File: src/sv/pcbp_pkg.sv
// ----------------------------------------------------------------------------
// pcbp_pkg
// Shared types, constants and the character to symbol map of the bit packer.
// ----------------------------------------------------------------------------
package pcbp_pkg;

  localparam int MAX_CODE_BITS = 32;
  localparam int SYMBOL_COUNT  = 36;
  localparam int CODE_W        = 32;
  localparam int ZERO_W        = 6;
  localparam int ENTRY_W       = CODE_W + ZERO_W;
  localparam int SYM_W         = $clog2(SYMBOL_COUNT);
  localparam int EMIT_W        = $clog2(MAX_CODE_BITS + 1);
  localparam int DIGIT_W       = $clog2(CODE_W + 1);

  localparam logic [1:0] MODE_LOAD   = 2'd0;
  localparam logic [1:0] MODE_ENCODE = 2'd1;
  localparam logic [1:0] MODE_FLUSH  = 2'd2;

  // one bit or a flush request from the sequencer to the packer
  typedef struct packed {
    logic valid;
    logic data;
    logic flush;
  } push_t;

  typedef struct packed {
    logic             hit;
    logic [SYM_W-1:0] idx;
  } sym_t;

  // digits map to 0..9, letters of either case to 10..35
  function automatic sym_t sym_lookup(input logic [7:0] c);
    sym_t s;
    s.hit = 1'b0;
    s.idx = '0;
    if (c >= 8'd48 && c <= 8'd57) begin
      s.hit = 1'b1;
      s.idx = SYM_W'(c - 8'd48);
    end else if (c >= 8'd65 && c <= 8'd90) begin
      s.hit = 1'b1;
      s.idx = SYM_W'(c - 8'd65 + 8'd9 + 8'd1);
    end else if (c >= 8'd97 && c <= 8'd122) begin
      s.hit = 1'b1;
      s.idx = SYM_W'(c - 8'd97 + 8'd9 + 8'd1);
    end
    return s;
  endfunction

endpackage

File: src/sv/pcbp_ifs.sv
// ----------------------------------------------------------------------------
// pcbp_ifs
// Valid/ready channels for input items and packed output bytes.
// ----------------------------------------------------------------------------
interface pcbp_in_if;
  logic        valid;
  logic        ready;
  logic [1:0]  mode;
  logic [7:0]  char_in;
  logic [31:0] code_value;
  logic [5:0]  zero_count;

  modport source (output valid, mode, char_in, code_value, zero_count, input ready);
  modport sink   (input valid, mode, char_in, code_value, zero_count, output ready);
endinterface

interface pcbp_out_if;
  logic       valid;
  logic       ready;
  logic [7:0] out_byte;
  logic       last;

  modport source (output valid, out_byte, last, input ready);
  modport sink   (input valid, out_byte, last, output ready);
endinterface

File: src/sv/pcbp_ram.sv
// ----------------------------------------------------------------------------
// pcbp_ram
// Generic single write port RAM with one registered read port.
// ----------------------------------------------------------------------------
module pcbp_ram #(
  parameter int WIDTH = 8,
  parameter int DEPTH = 16
) (
  input  logic                     clk,
  input  logic                     we,
  input  logic [$clog2(DEPTH)-1:0] waddr,
  input  logic [WIDTH-1:0]         wdata,
  input  logic [$clog2(DEPTH)-1:0] raddr,
  output logic [WIDTH-1:0]         rdata
);

  logic [WIDTH-1:0] mem [DEPTH];

  always_ff @(posedge clk) begin
    if (we) begin
      mem[waddr] <= wdata;
    end
    rdata <= mem[raddr];
  end

endmodule

File: src/sv/pcbp_packer.sv
// ----------------------------------------------------------------------------
// pcbp_packer
// Packs single bits MSB first into bytes and holds the output register.
// ----------------------------------------------------------------------------
module pcbp_packer
  import pcbp_pkg::*;
(
  input  logic              clk,
  input  logic              rst,
  input  push_t             push,
  output logic              push_ready,
  pcbp_out_if.source        out_ch
);

  logic [7:0]  pending;
  logic [3:0]  bits_held;
  logic        out_valid;
  logic [7:0]  out_byte;
  logic        last;
  logic        slot_free;
  logic        full;
  logic [7:0]  aligned;

  assign slot_free  = !out_valid || out_ch.ready;
  assign full       = (bits_held == 4'd8);
  assign push_ready = push.flush ? slot_free : (!full || slot_free);
  // left-align the partial byte, nothing held gives zero
  assign aligned    = pending << (4'd8 - bits_held);

  assign out_ch.valid    = out_valid;
  assign out_ch.out_byte = out_byte;
  assign out_ch.last     = last;

  always_ff @(posedge clk) begin
    if (rst) begin
      pending   <= '0;
      bits_held <= '0;
      out_valid <= 1'b0;
    end else begin
      if (out_ch.ready) begin
        out_valid <= 1'b0;
      end
      if (push.valid && push_ready) begin
        if (push.flush) begin
          out_byte  <= aligned;
          last      <= 1'b1;
          out_valid <= 1'b1;
          pending   <= '0;
          bits_held <= '0;
        end else if (full) begin
          out_byte  <= pending;
          last      <= 1'b0;
          out_valid <= 1'b1;
          pending   <= {7'b0, push.data};
          bits_held <= 4'd1;
        end else begin
          pending   <= {pending[6:0], push.data};
          bits_held <= bits_held + 4'd1;
        end
      end
    end
  end

endmodule

File: src/sv/pcbp_emitter.sv
// ----------------------------------------------------------------------------
// pcbp_emitter
// Code table and bit-serial sequencer: zero bits, leading-zero skip, digits.
// ----------------------------------------------------------------------------
module pcbp_emitter
  import pcbp_pkg::*;
(
  input  logic          clk,
  input  logic          rst,
  pcbp_in_if.sink       in_ch,
  output push_t         push,
  input  logic          push_ready
);

  typedef enum logic [5:0] {
    ST_IDLE  = 6'b000001,
    ST_READ  = 6'b000010,
    ST_ZERO  = 6'b000100,
    ST_SKIP  = 6'b001000,
    ST_DIGIT = 6'b010000,
    ST_FLUSH = 6'b100000
  } state_t;

  state_t              state;
  sym_t                sym;
  logic                accept;
  logic                we;
  logic [ENTRY_W-1:0]  rdata;
  logic [SYMBOL_COUNT-1:0] tbl_valid;
  logic                rd_valid;
  logic [CODE_W-1:0]   val_sr;
  logic [ZERO_W-1:0]   zleft;
  logic [EMIT_W-1:0]   emitted;
  logic [DIGIT_W-1:0]  remain;
  logic                at_max;

  assign sym         = sym_lookup(in_ch.char_in);
  assign in_ch.ready = (state == ST_IDLE);
  assign accept      = in_ch.valid && in_ch.ready;
  assign we          = accept && (in_ch.mode == MODE_LOAD) && sym.hit;
  assign at_max      = (emitted == EMIT_W'(MAX_CODE_BITS));

  pcbp_ram #(
    .WIDTH (ENTRY_W),
    .DEPTH (SYMBOL_COUNT)
  ) u_table (
    .clk   (clk),
    .we    (we),
    .waddr (sym.idx),
    .wdata ({in_ch.zero_count, in_ch.code_value}),
    .raddr (sym.idx),
    .rdata (rdata)
  );

  always_comb begin
    push.valid = 1'b0;
    push.data  = 1'b0;
    push.flush = 1'b0;
    case (state)
      ST_ZERO: begin
        push.valid = !at_max && (zleft != '0);
      end
      ST_DIGIT: begin
        push.valid = !at_max && (remain != '0);
        push.data  = val_sr[CODE_W-1];
      end
      ST_FLUSH: begin
        push.valid = 1'b1;
        push.flush = 1'b1;
      end
      default: begin
        push.valid = 1'b0;
      end
    endcase
  end

  always_ff @(posedge clk) begin
    if (rst) begin
      state     <= ST_IDLE;
      tbl_valid <= '0;
    end else begin
      if (we) begin
        tbl_valid[sym.idx] <= 1'b1;
      end
      case (state)
        ST_IDLE: begin
          rd_valid <= tbl_valid[sym.idx];
          if (accept && in_ch.mode == MODE_ENCODE && sym.hit) begin
            state <= ST_READ;
          end else if (accept && in_ch.mode == MODE_FLUSH) begin
            state <= ST_FLUSH;
          end
        end
        ST_READ: begin
          // entries never loaded read as zero
          val_sr  <= rd_valid ? rdata[CODE_W-1:0] : '0;
          zleft   <= rd_valid ? rdata[ENTRY_W-1:CODE_W] : '0;
          emitted <= '0;
          remain  <= DIGIT_W'(CODE_W);
          state   <= ST_ZERO;
        end
        ST_ZERO: begin
          if (at_max) begin
            state <= ST_IDLE;
          end else if (zleft == '0) begin
            state <= ST_SKIP;
          end else if (push_ready) begin
            zleft   <= zleft - 1'b1;
            emitted <= emitted + 1'b1;
          end
        end
        ST_SKIP: begin
          // shift out leading zeros of the code value without emitting
          if (val_sr == '0) begin
            state <= ST_IDLE;
          end else if (val_sr[CODE_W-1]) begin
            state <= ST_DIGIT;
          end else begin
            val_sr <= {val_sr[CODE_W-2:0], 1'b0};
            remain <= remain - 1'b1;
          end
        end
        ST_DIGIT: begin
          if (at_max || remain == '0) begin
            state <= ST_IDLE;
          end else if (push_ready) begin
            val_sr  <= {val_sr[CODE_W-2:0], 1'b0};
            remain  <= remain - 1'b1;
            emitted <= emitted + 1'b1;
          end
        end
        ST_FLUSH: begin
          if (push_ready) begin
            state <= ST_IDLE;
          end
        end
        default: begin
          state <= ST_IDLE;
        end
      endcase
    end
  end

endmodule

File: src/sv/prefix_code_bit_packer_top.sv
// ----------------------------------------------------------------------------
// prefix_code_bit_packer_top
// Prefix-code emitter that packs code bits MSB first into bytes.
//
//   channel  dir  fields                                   beat
//   in_ch    in   mode, char_in, code_value, zero_count    one item
//   out_ch   out  out_byte, last                           one packed byte
//
// An encode reads its table entry, emits the zero bits, skips the leading
// zeros of the code value and emits its digits (none for a zero code
// value), one bit a cycle through the serial shifter while the packer
// takes it; once MAX_CODE_BITS bits are out the sequencer returns to idle.
// Reset clears the table valid bits, the packer's held bits and the output
// valid flag. A stalled output holds the shifter when a full byte must leave
// and holds a flush until the output register frees.
// ----------------------------------------------------------------------------
module prefix_code_bit_packer_top
  import pcbp_pkg::*;
(
  input  logic        clk,
  input  logic        rst,
  pcbp_in_if.sink     in_ch,
  pcbp_out_if.source  out_ch
);

  push_t push;
  logic  push_ready;

  pcbp_emitter u_emitter (
    .clk        (clk),
    .rst        (rst),
    .in_ch      (in_ch),
    .push       (push),
    .push_ready (push_ready)
  );

  pcbp_packer u_packer (
    .clk        (clk),
    .rst        (rst),
    .push       (push),
    .push_ready (push_ready),
    .out_ch     (out_ch)
  );

endmodule
File: src/flat_wrapper.sv
// flat-port wrapper written by rule: the top's interface ports become plain ports
module prefix_code_bit_packer_top_flat import pcbp_pkg::*;
  (clk, rst, in_ch_valid, in_ch_mode, in_ch_char_in, in_ch_code_value, in_ch_zero_count, in_ch_ready, out_ch_valid, out_ch_out_byte, out_ch_last, out_ch_ready);
  pcbp_in_if in_ch_i ();
  pcbp_out_if out_ch_i ();
  input  logic clk;
  input  logic rst;
  input wire logic [$bits(in_ch_i.valid)-1:0] in_ch_valid;
  input wire logic [$bits(in_ch_i.mode)-1:0] in_ch_mode;
  input wire logic [$bits(in_ch_i.char_in)-1:0] in_ch_char_in;
  input wire logic [$bits(in_ch_i.code_value)-1:0] in_ch_code_value;
  input wire logic [$bits(in_ch_i.zero_count)-1:0] in_ch_zero_count;
  output wire logic [$bits(in_ch_i.ready)-1:0] in_ch_ready;
  output wire logic [$bits(out_ch_i.valid)-1:0] out_ch_valid;
  output wire logic [$bits(out_ch_i.out_byte)-1:0] out_ch_out_byte;
  output wire logic [$bits(out_ch_i.last)-1:0] out_ch_last;
  input wire logic [$bits(out_ch_i.ready)-1:0] out_ch_ready;
  assign in_ch_i.valid = in_ch_valid;
  assign in_ch_i.mode = in_ch_mode;
  assign in_ch_i.char_in = in_ch_char_in;
  assign in_ch_i.code_value = in_ch_code_value;
  assign in_ch_i.zero_count = in_ch_zero_count;
  assign in_ch_ready = in_ch_i.ready;
  assign out_ch_valid = out_ch_i.valid;
  assign out_ch_out_byte = out_ch_i.out_byte;
  assign out_ch_last = out_ch_i.last;
  assign out_ch_i.ready = out_ch_ready;
  prefix_code_bit_packer_top u_core (.clk(clk), .rst(rst), .in_ch(in_ch_i), .out_ch(out_ch_i));
endmodule
File: config.mk
export PLATFORM = sky130hd
export DESIGN_NAME = prefix_code_bit_packer_top_flat
export DESIGN_NICKNAME = d
export VERILOG_FILES = /design/src/sv/pcbp_pkg.sv /design/src/sv/pcbp_ifs.sv /design/src/sv/pcbp_ram.sv /design/src/sv/pcbp_packer.sv /design/src/sv/pcbp_emitter.sv /design/src/sv/prefix_code_bit_packer_top.sv /design/src/flat_wrapper.sv
export SDC_FILE = /design/constraint.sdc
export NUM_CORES = 1
export LEC_CHECK = 0
export ABC_AREA = 0
export BUFFER_PORTS_ARGS = -buffer_cell sky130_fd_sc_hd__clkbuf_2
export CAP_MARGIN = 30
export CORE_UTILIZATION = 45
export CTS_BUF_LIST = sky130_fd_sc_hd__clkbuf_2 sky130_fd_sc_hd__clkbuf_4 sky130_fd_sc_hd__clkbuf_8
export DETAILED_ROUTE_END_ITERATION = 6
export PLACE_DENSITY = 0.62
export REMOVE_ABC_BUFFERS = 1
export SYNTH_ARGS = -nofsm -noshare
export SYNTH_HDL_FRONTEND = slang
export SYNTH_HIERARCHICAL = 1
export SYNTH_SLANG_ARGS = --single-unit
File: constraint.sdc
create_clock -name clk -period 7.1 [get_ports clk]
set_input_delay 1.42 -clock clk [delete_from_list [all_inputs] [get_ports clk]]
set_output_delay 1.42 -clock clk [all_outputs]
set_load 0.02 [all_outputs]
# Word level (Yosys, flattened, before mapping)

Memory sizes are Yosys's and may differ from the RTL's. A register that Yosys moved wholly into a read port is not among the register bits.
Index checks and enable logic that the tools add are counted.
W data, S select, Z words.

Input bits: 52
Word-level logic and storage cells: 149
Output and inout port bits: 11
Memory bits (writable): 1368
Memories: 1
Register bits: 115

Memories:

| name                         | depth | bits a word | read ports | clocked after Yosys merged registers in | wr ports | line           | text |
|---|---|---|---|---|---|---|---|
| u_core.u_emitter.u_table.mem | 36    | 38          | 1          | 1                                       | 1        | pcbp_ram.sv:17 | `logic [WIDTH-1:0] mem [DEPTH];` |

Bitwise logic cells: 2
Reductions and logical operators: 36
Shift operators: 1
Magnitude comparators: 8
Add/subtract/negate cells: 12
Equality and inequality tests: 22
Mux-type cells: 54

Operators with widths:

| operator              | number |
|---|---|
| $mux W32              | 5 |
| $mux W6               | 20 |
| $pmux W32 S3          | 1 |
| $or A36 B36 Y36       | 1 |
| $pmux W6 S3           | 2 |
| $pmux W6 S6           | 1 |
| $logic_not A32 Y1     | 1 |
| $mux W8               | 4 |
| $mux W7               | 3 |
| $reduce_and A5 Y1     | 4 |
| $add A6 B1 Y6 const B | 3 |
| $ne A2 B2 Y1 const B  | 9 |
| $sub A6 B1 Y6 const B | 3 |
| $ge A8 B7 Y1 const B  | 2 |
| $le A8 B7 Y1 const B  | 2 |
| $logic_and A1 B1 Y1   | 13 |
| $add A6 B4 Y6 const B | 2 |
| $eq A6 B6 Y1 const B  | 2 |
| $logic_not A6 Y1      | 2 |
| $mux W1               | 12 |
| $pmux W6 S2           | 1 |
| $reduce_bool A6 Y1    | 2 |
| $sub A6 B6 Y6 const B | 2 |
| $ge A8 B6 Y1 const B  | 1 |
| 29 further kinds      | 37 |

# Longest topological paths before layout

Gate-level depths: netlist of the first run.

Depth in word-level cells: 11
Depth in mapped cells: 16
Mapped depth without buffers: 12

# Modules after synthesis

The synthesis of the first run kept the hierarchy.

By module, submodules not included:

| module       | sequential area each (µm²) | cells an instance | area an instance (µm²) | times used |
|---|---|---|---|---|
| pcbp_ram     | 41840.1                    | 2773              | 54111.9                | 1 |
| pcbp_emitter | 2372.3                     | 499               | 4919.7                 | 1 |
| pcbp_packer  | 530.5                      | 128               | 1268.7                 | 1 |

# Least setup slack after synthesis of the first run

No wires, ideal clock.

Path kind: in2reg
Start: in in_ch_char_in[4]
End: mem u_core/u_emitter/u_table/mem[11][0] (netlist bit), enable pin
Arrival: 5.354 ns
Slack: 1.313 ns
Cell stages on the path: 12
Path buffers: 2
Data required time: 6.667 ns
Setup time: 0.433 ns
Path through: ha_1 -> nor3b_2 -> o21a_1 -> a41oi_1 -> and2_1 -> buf_2 -> or4_1 -> buf_2 -> inv_1 -> nor2b_1 -> nand3b_1 -> nor2_1

Cells in the longest elaborated chain, start to end: 8
Elaborated cells on any way between the ends: 22
Classes of those cells: 7 x add/sub; 6 x order compare; 5 x mux; 4 x reduce/logical

Ends and longest elaborated chain:

| element                                             | line               | text |
|---|---|---|
| from (decl)                                         | flat_wrapper.sv:10 | `input wire logic [$bits(in_ch_i.char_in)-1:0] in_ch_char_in;` |
| $ge A8 B7 Y1 / $le A8 B7 Y1 (equally long branches) | pcbp_pkg.sv:43     | `end else if (c >= 8'd97 && c <= 8'd122) begin` |
| $logic_and A1 B1 Y1                                 | pcbp_pkg.sv:43     |  |
| $mux W7                                             | pcbp_pkg.sv:43     |  |
| $mux W7                                             | pcbp_pkg.sv:40     | `end else if (c >= 8'd65 && c <= 8'd90) begin` |
| $mux W7 *                                           | pcbp_pkg.sv:37     | `if (c >= 8'd48 && c <= 8'd57) begin` |
| $logic_and A1 B1 Y1 *                               | pcbp_emitter.sv:40 | `assign we = accept && (in_ch.mode == MODE_LOAD) && sym.hit;` |
| via u_core.u_emitter.we                             | pcbp_emitter.sv:27 | `logic we;` |
| $mux W1 *                                           | pcbp_ram.sv:20     | `if (we) begin` |
| $mux W1 (not written as such) *                     | pcbp_ram.sv:21     | `mem[waddr] <= wdata;` |
| to (decl)                                           | pcbp_ram.sv:17     |  |

The timed path passes the listed nets; every way through them passes the cells marked *.

# Worst setup path in the final report of the first run

Start: in in_ch_char_in[5]
End: mem u_core/u_emitter/u_table/mem[30][11] (netlist bit), enable pin

The elaborated chain is that of the path after synthesis.

==> impl_metrics.toml, run 1 <==
[global_routing]
grtUsageTotal_pct = 22.8
grt_pass1_vias = 32100
gr-total-overflow = 0
grt_max_degree = 71
grt_antenna_before_repair = 5
grt_pass1_wl_mm = 223

[clock_network]
htree_levels = 4
clockBufferDepth = 3
clk_pin_slew_ns = 0.06
cts_buffers = 239
postCtsSetupRepairBufs = 0
hold_buffers = 0
cts_resized = 0
cts_tree = "done"
cts_sinks = 1521
cts-root-buf = "clkbuf_8"
clkLatencyLatePin_ns = 0.96

[drt]
wl_per_cell_microns = 27.7
ant_nets = 0
num_vias = 32900
drt_iter0_drc = 3430
via_per_inst = 5.86
firstDrtPassIters = 5
drcViolationCount = 0
wl_mm = 155

[sta]
finClkSkew_ns = 0.0545
slew_headroom_pct = 33.4
holdWs_ns = 0.468
hold_viol_final = 0
tns_ns = 0
worstMarginPinSlew_ns = 0.999
fin_crit_ns = 5.37
grt_setup_unrepaired = "no"
maxSlewViolCount = 0
max_freq_ghz = 0.186
fin_crit_sh_pct = 75.6
setup_viol = 0

[die]
die_h_microns = 368
start_util_pct = 45.6
coreArea_sq_um = 132000
ios = 63
placementRows = 133
die_w_microns = 368
die_area_sq_um = 135000

[placed_design]
gp_congestion = 0.828
dp_cells = 5168
portBuffers = 62
place_hpwl_mm = 91.8

[worst_setup_path]
critPathCaptureType = "flip-flop"
cp.required_ns = 7.71
crit_type = "in2reg"
r2r_slack_ns = 2.33
cp_max_fo = 30
critPathArrivalTime_ns = 5.98
start_kind = "primary input"

[power]
p_total_w = 0.0186
peakVddDrop_uv = 172
cellPowerDensity_nw_per_um2 = 271
p_leak_nw = 21.4

[synthesis]
syn_area_sq_um = 60300
synth.avg_cell_area_sq_um = 17.7
yosysWarnings = 6
ys.flop_type = "edfxtp_1"
synth-edff-count = 1428
synthCells = 3400
synthArstFlopShare_pct = 0
synth_cell_types = 83
ys_seq_area_share_pct = 74.2
synth_seq_cells = 1521

[layout]
utilization_pct = 51.9
synthToLayoutAreaGrowth_pct = 13.6
fin_cells = 5617
fillers = 10600
drive_gt1_share_pct = 20.8
nets = 3723

[flow_run]
max-cap-violations = 0

[hold_path]
min_path_type = "reg2reg"

[outcome]
outcome = "finished, final reports clean"
## registers in the layout, summed over array words and instances, names as in the netlist
register                         count
u_core/u_emitter/zleft               6
u_core/u_emitter/rd_valid            1
u_core/u_emitter/state               6
u_core/u_emitter/emitted             6
u_core/u_emitter/u_table/rdata      38
u_core/u_emitter/u_table/mem      1368
u_core/u_packer/bits_held            4
u_core/u_emitter/tbl_valid          36
u_core/u_emitter/val_sr             32
u_core/u_packer/out_ch.last          1
u_core/u_packer/pending              8
u_core/u_packer/out_ch.valid         1
u_core/u_emitter/remain              6
u_core/u_packer/out_ch.out_byte      8
## power breakdown
group          leakage [nW]  switching (W)  total [W]  internal [W]
registers              13.6      0.0000941    0.00995       0.00986
logic                  5.18       0.000721    0.00110      0.000382
clock network          2.63        0.00342    0.00753       0.00411
total                  21.4        0.00423     0.0186        0.0144
## critical path, stage by stage
cell and delay, ns:
clkbuf_2 0.16, ha_1 0.22, nor3b_2 0.35, o21a_1 0.34, a41oi_1 0.10, and2_1 0.36
or4_1 0.79, inv_1 0.31, nor2b_1 0.34, nand3_1 0.66, nor2_4 0.59, buf_12 0.30
## cell type report
| class | instances | area, sq um | share of cell area [%] |
|---|---|---|---|
| inverters | 23 | 86.3 | 0.126 |
| clock inverters | 81 | 638 | 0.931 |
| diodes | 5 | 12.5 | 0.0183 |
| repair buffers | 209 | 1840 | 2.68 |
| multi-input cells | 1661 | 14700 | 21.4 |
| clock buffers | 362 | 4310 | 6.30 |
| well taps | 1755 | 2200 | 3.21 |
| flip-flops and latches | 1521 | 44700 | 65.3 |
## cell usage in the layout, fill, tap and decap left out, types with 42 or more instances in the layout
cell type	Yosys	final
a22oi_1	158	158
buf_4	22	111
clkbuf_8	0	255
clkbuf_2	0	62
a21oi_1	135	135
a221oi_1	42	42
dfxtp_1	93	93
nor2_1	112	73
nand2_1	79	78
a22o_1	112	112
edfxtp_1	1428	1428
mux2i_1	620	620
clkbuf_4	10	108
## through the flow
stage | cell area, sq um | worst slack (ns)
6_report | 68500 | 1.73
5_1_grt | 68500 | 1.45
3_3_place_gp | 63500 | 0.974
4_1_cts | 68500 | 1.88
2_1_floorplan | 59200 | -43.06
3_5_place_dp | 63500 | 0.893
## Yosys cell counts, types with 22 or more instances
cell type,count,area share (%)
a221oi_1,42,0.61
nand2_1,79,0.49
a22oi_1,158,2.0
o22ai_1,39,0.40
buf_4,22,0.27
a221oi_2,38,0.95
edfxtp_1,1428,71
clkbuf_1,90,0.56
o41ai_2,38,1.0
a21oi_1,135,1.1
mux4_2,41,1.5
nor2_1,112,0.70
buf_2,32,0.27
a22o_1,112,1.6
dfxtp_1,93,3.1
mux2i_1,620,10
## final timing paths
path	start	endpoint	cells past startpoint
worst max register to register	u_core/u_emitter/state[1]$_SDFFE_PP0P_	u_core/u_emitter/u_table/mem[30][11]$_DFFE_PP_	9
worst max-delay path	in_ch_char_in[5]	u_core/u_emitter/u_table/mem[30][11]$_DFFE_PP_	12
worst min register to register	u_core/u_emitter/tbl_valid[30]$_SDFFE_PP0P_	u_core/u_emitter/tbl_valid[30]$_SDFFE_PP0P_	2
worst min-delay path	u_core/u_emitter/tbl_valid[30]$_SDFFE_PP0P_	u_core/u_emitter/tbl_valid[30]$_SDFFE_PP0P_	2
## logic make-up (layout without fill, tap and decap cells)
family,count (synthesis),in the layout,share of synthesized area [%]
flip-flops,1521,1521,74.2
multiplexers,662,662,11.8
AO/OA/AOI/OAI,636,636,8.55
AND/OR/NAND/NOR,326,326,2.76
buffers and inverters,218,675,2.00
XOR/XNOR,21,21,0.317
adder cells (fa/ha/maj),16,16,0.332
other,0,5,0
## layer usage
metal / part of all wire [%] / GRT usage [%] / vias up
li1: - / - / 14400
met1: 44 / 31.8 / 17100
met2: 46 / 34.7 / 1258
met4: 2.2 / 6.21 / 4
met5: 0.016 / 0 / -
met3: 8.4 / 6.66 / 232
(Power assumes the default switching activity.)
==> run 2: changes to the inputs <==
Settings changed: ABC_AREA 0 to 1, PLACE_DENSITY 0.62 to 0.64.
Clock period 7.1 ns to 4.5 ns, I/O delays scaled along.
==> run 2 against run 1 <==
  * Clock skew is 0.035 ns higher
  * Largest cell class unchanged
  * Critical path type unchanged
  * Combinational power rose by 150%
  * Highest routed layer is now met4
  * Cell area grew 2.5%
  * Setup slack worse by 0.58 ns
  * Core utilization fell by 0.76 points
  * Sequential share of layout area is 1.6 points lower
  * Die area rose by 3.4%
  * Synthesized cell count rose by 60%
  * Largest power group unchanged
  * Power rose by 63%
  * Non-clock buffer count rose by 16
  * Via count rose by 28%
  * Routed wire length is 8.7% higher
==> impl_metrics.toml, run 2 <==
[sta]
fin_crit_ns = 3.35
finClkSkew_ns = 0.0892
maxSlewViolCount = 0
tns_ns = 0
setup_viol = 0
setup_ws_ns = 1.15
hold_viol_final = 0
fin_crit_sh_pct = 74.5
max_freq_ghz = 0.298
grt_setup_unrepaired = "no"
worstMarginPinSlew_ns = 0.824
slew_headroom_pct = 45.0

[drt]
ant_nets = 0
firstDrtPassIters = 6
num_vias = 42100
via_per_inst = 5.57
drcViolationCount = 0
wl_mm = 169
drt_iter0_drc = 4134
wl_per_cell_microns = 22.4

[layout]
regArea_sq_um = 44700
reg_top3 = "u_core/u_emitter/u_table/mem: 1368 flops, u_core/u_emitter/u_table/rdata: 38 flops, u_core/u_emitter/tbl_valid: 36 flops"
fin_cells = 7555
regMostFlops = "u_core/u_emitter/u_table/mem"
nets = 5635
multiInputGateArea_sq_um = 15500
final_cell_mix = "nand2_1 (1786), edfxtp_1 (1428), nand3_1 (1133)"
fillers = 11800
drive_gt1_share_pct = 12.6
largest_register_ffs = 1368
design_area_sq_um = 70200
synthToLayoutAreaGrowth_pct = 12.7
layout_commonest_cell = "nand2_1"

[global_routing]
gr-total-overflow = 0
grt_antenna_before_repair = 2
grt_pass1_wl_mm = 252
grt_pass1_vias = 40100
grt_max_degree = 107
grtUsageTotal_pct = 23.9

[clock_network]
hold_buffers = 0
htree_levels = 4
cts_tree = "done"
cts_buffers = 234
clkLatencyLatePin_ns = 1.01
postCtsSetupRepairBufs = 0
clk_pin_slew_ns = 0.06
cts_sinks = 1521
cts-root-buf = "clkbuf_8"
cts_resized = 0
clockBufferDepth = 3

[die]
die_area_sq_um = 140000
ios = 63
coreArea_sq_um = 137000
placementRows = 136
die_h_microns = 374
start_util_pct = 45.3
die_w_microns = 374

[worst_setup_path]
r2r_slack_ns = 1.33
r2r_cells = 10
critPathArrivalTime_ns = 3.95
r2r_start = "u_core/u_packer/bits_held[0]$_SDFFE_PP0P_"
crit_type = "in2reg"
cp_max_fo = 30
start_kind = "primary input"
critPathCaptureType = "flip-flop"
cp.required_ns = 5.10
rr_endpoint = "u_core/u_emitter/val_sr[28]$_DFFE_PP_"

[synthesis]
synthArstFlopShare_pct = 0
syn_area_sq_um = 62300
synthCells = 5423
yosysTopAreaCell = "edfxtp_1"
synth_cell_types = 47
synth_top_area_share_pct = 68.8
yosys.area_share.xor_xnor_pct = 0.165
netlist_top_cells_area = "edfxtp_1 (69%), nand2_1 (11%), nand3_1 (9.1%)"
yosys.area_share.adder_pct = 0.321
synth.most_common_cell = "nand2_1"
yosysWarnings = 6
yosys-top-cells-count = "nand2_1 (1786), edfxtp_1 (1428), nand3_1 (1133), nor2_1 (190), buf_2 (146)"
synthSimpleGateAreaFrac_pct = 21.9
ys.flop_type = "edfxtp_1"
synth_seq_cells = 1521
synth-edff-count = 1428
ys_seq_area_share_pct = 71.8
synth.avg_cell_area_sq_um = 11.5
synth_top_family_by_area = "simple AND/OR/NAND/NOR gates"
synth_compound_area_share_pct = 2.02
synth.area.mux_share_pct = 0

[power]
swShare_pct = 24.8
peakVddDrop_uv = 237
p_sw_w = 0.00752
pwr-share-comb_pct = 9.1
p_int_w = 0.0227
clockPowerShare_pct = 38.9
p_total_w = 0.0303
p_leak_nw = 25.5
seq_power_share_pct = 52.0
cellPowerDensity_nw_per_um2 = 431

[placed_design]
dp_cells = 7125
portBuffers = 62
postPlaceCellArea_sq_um = 65400
place_hpwl_mm = 90.7
gp_congestion = 0.865
place_ws_ns = 0.323

[outcome]
outcome = "finished, final reports clean"

[flow_run]
max-cap-violations = 0

[hold_path]
worstHoldPathCells = 3
min_from = "in_ch_mode[1]"
hold_path_end = "u_core/u_emitter/state[5]$_SDFFE_PP0P_"
min_path_type = "in2reg"
-- run 2: cell types whose count changed in the layout (fill, tap and decap cells not counted), moves of 28 or more --
cell / previous run / this run
mux4_2: 41 / 0
a21oi_1: 135 / 59
inv_1: 21 / 133
a22o_1: 112 / 0
buf_12: 32 / 60
nand3_1: 20 / 1133
a221oi_1: 42 / 0
a22oi_1: 158 / 0
o21ai_0: 20 / 105
mux2i_1: 620 / 0
o41ai_2: 38 / 0
a221oi_2: 38 / 0
nor2_1: 73 / 153
nand2_1: 78 / 1786
-- run 2: kinds of logic after synthesis --
| family | after synthesis |
|---|---|
| adders and majority gates | 16 |
| and+or+nand+nor | 3177 |
| AOI/OAI and AO/OA | 231 |
| DFF | 1521 |
| buffers and inverters | 468 |
| xor gates and xnor gates | 10 |
-- run 2: worst max path at each step --
| stage | slack, ns | from | to | cells after the start |
|---|---|---|---|---|
| final | 1.15 | in_ch_char_in[0] | u_core/u_emitter/u_table/mem[18][28]$_DFFE_PP_ | 17 |
| after global routing | 1.02 | in_ch_char_in[0] | u_core/u_emitter/u_table/mem[18][28]$_DFFE_PP_ | 17 |
| after CTS | 1.32 | in_ch_char_in[0] | u_core/u_emitter/u_table/mem[18][28]$_DFFE_PP_ | 17 |
| after detailed placement | 0.32 | in_ch_char_in[0] | u_core/u_emitter/u_table/mem[17][23]$_DFFE_PP_ | 17 |
| after global placement | 0.36 | in_ch_char_in[0] | u_core/u_emitter/u_table/mem[17][23]$_DFFE_PP_ | 17 |
| after floorplan | -17.19 | in_ch_char_in[0] | u_core/u_emitter/u_table/rdata[0]$_DFF_P_ | 16 |
-- run 2: area by class of cell --
type	instances	share of cell area (%)
antenna	2	0.00713
inverter	151	0.907
clock inverter	63	0.656
timing repair buffer	225	3.25
multi-input combinational	3434	22.0
sequential	1521	63.7
tap	1794	3.20
clock buffer	365	6.26
-- run 2: power by group through the flow --
stage	combinational (W)	sequential (W)	clock [W]
after floorplan	0.00184	0.0160	0
after global placement	0.00269	0.0160	0
after detailed placement	0.00272	0.0160	0
after CTS	0.00273	0.0157	0.0120
after global routing	0.00301	0.0157	0.0125
final	0.00274	0.0157	0.0118
-- run 2: critical path, cell delays in order --
cell and delay (ns):
clkbuf_2 0.17, inv_1 0.10, ha_1 0.24, nand3b_1 0.20, nand2_1 0.08, nor2_1 0.06
nor2_2 0.14, nand3_4 0.18, o21ai_1 0.14, inv_1 0.09, nand2_2 0.12, inv_2 0.13
nor2_1 0.17, nand2_1 0.41, buf_4 0.34, nor2_4 0.12, buf_12 0.32
-- run 2: stage by stage --
step | util, % | hold WS [ns]
6_report | 51.1 | 0.209
5_1_grt | 51.1 | 0.176
4_1_cts | 51.1 | 0.125
3_5_place_dp | 47.6 | 0.447
3_3_place_gp | 47.6 | 0.443
2_1_floorplan | - | 0.430
-- run 2: metal layers --
layer  share of wire [%]  wire length (microns)  global-route usage [%]
met5                   0                      0                       0
met4                 2.9                   4930                    8.35
met3                 8.6                  14400                    4.76
met2                  47                  80000                    38.3
met1                  41                  69500                    32.5
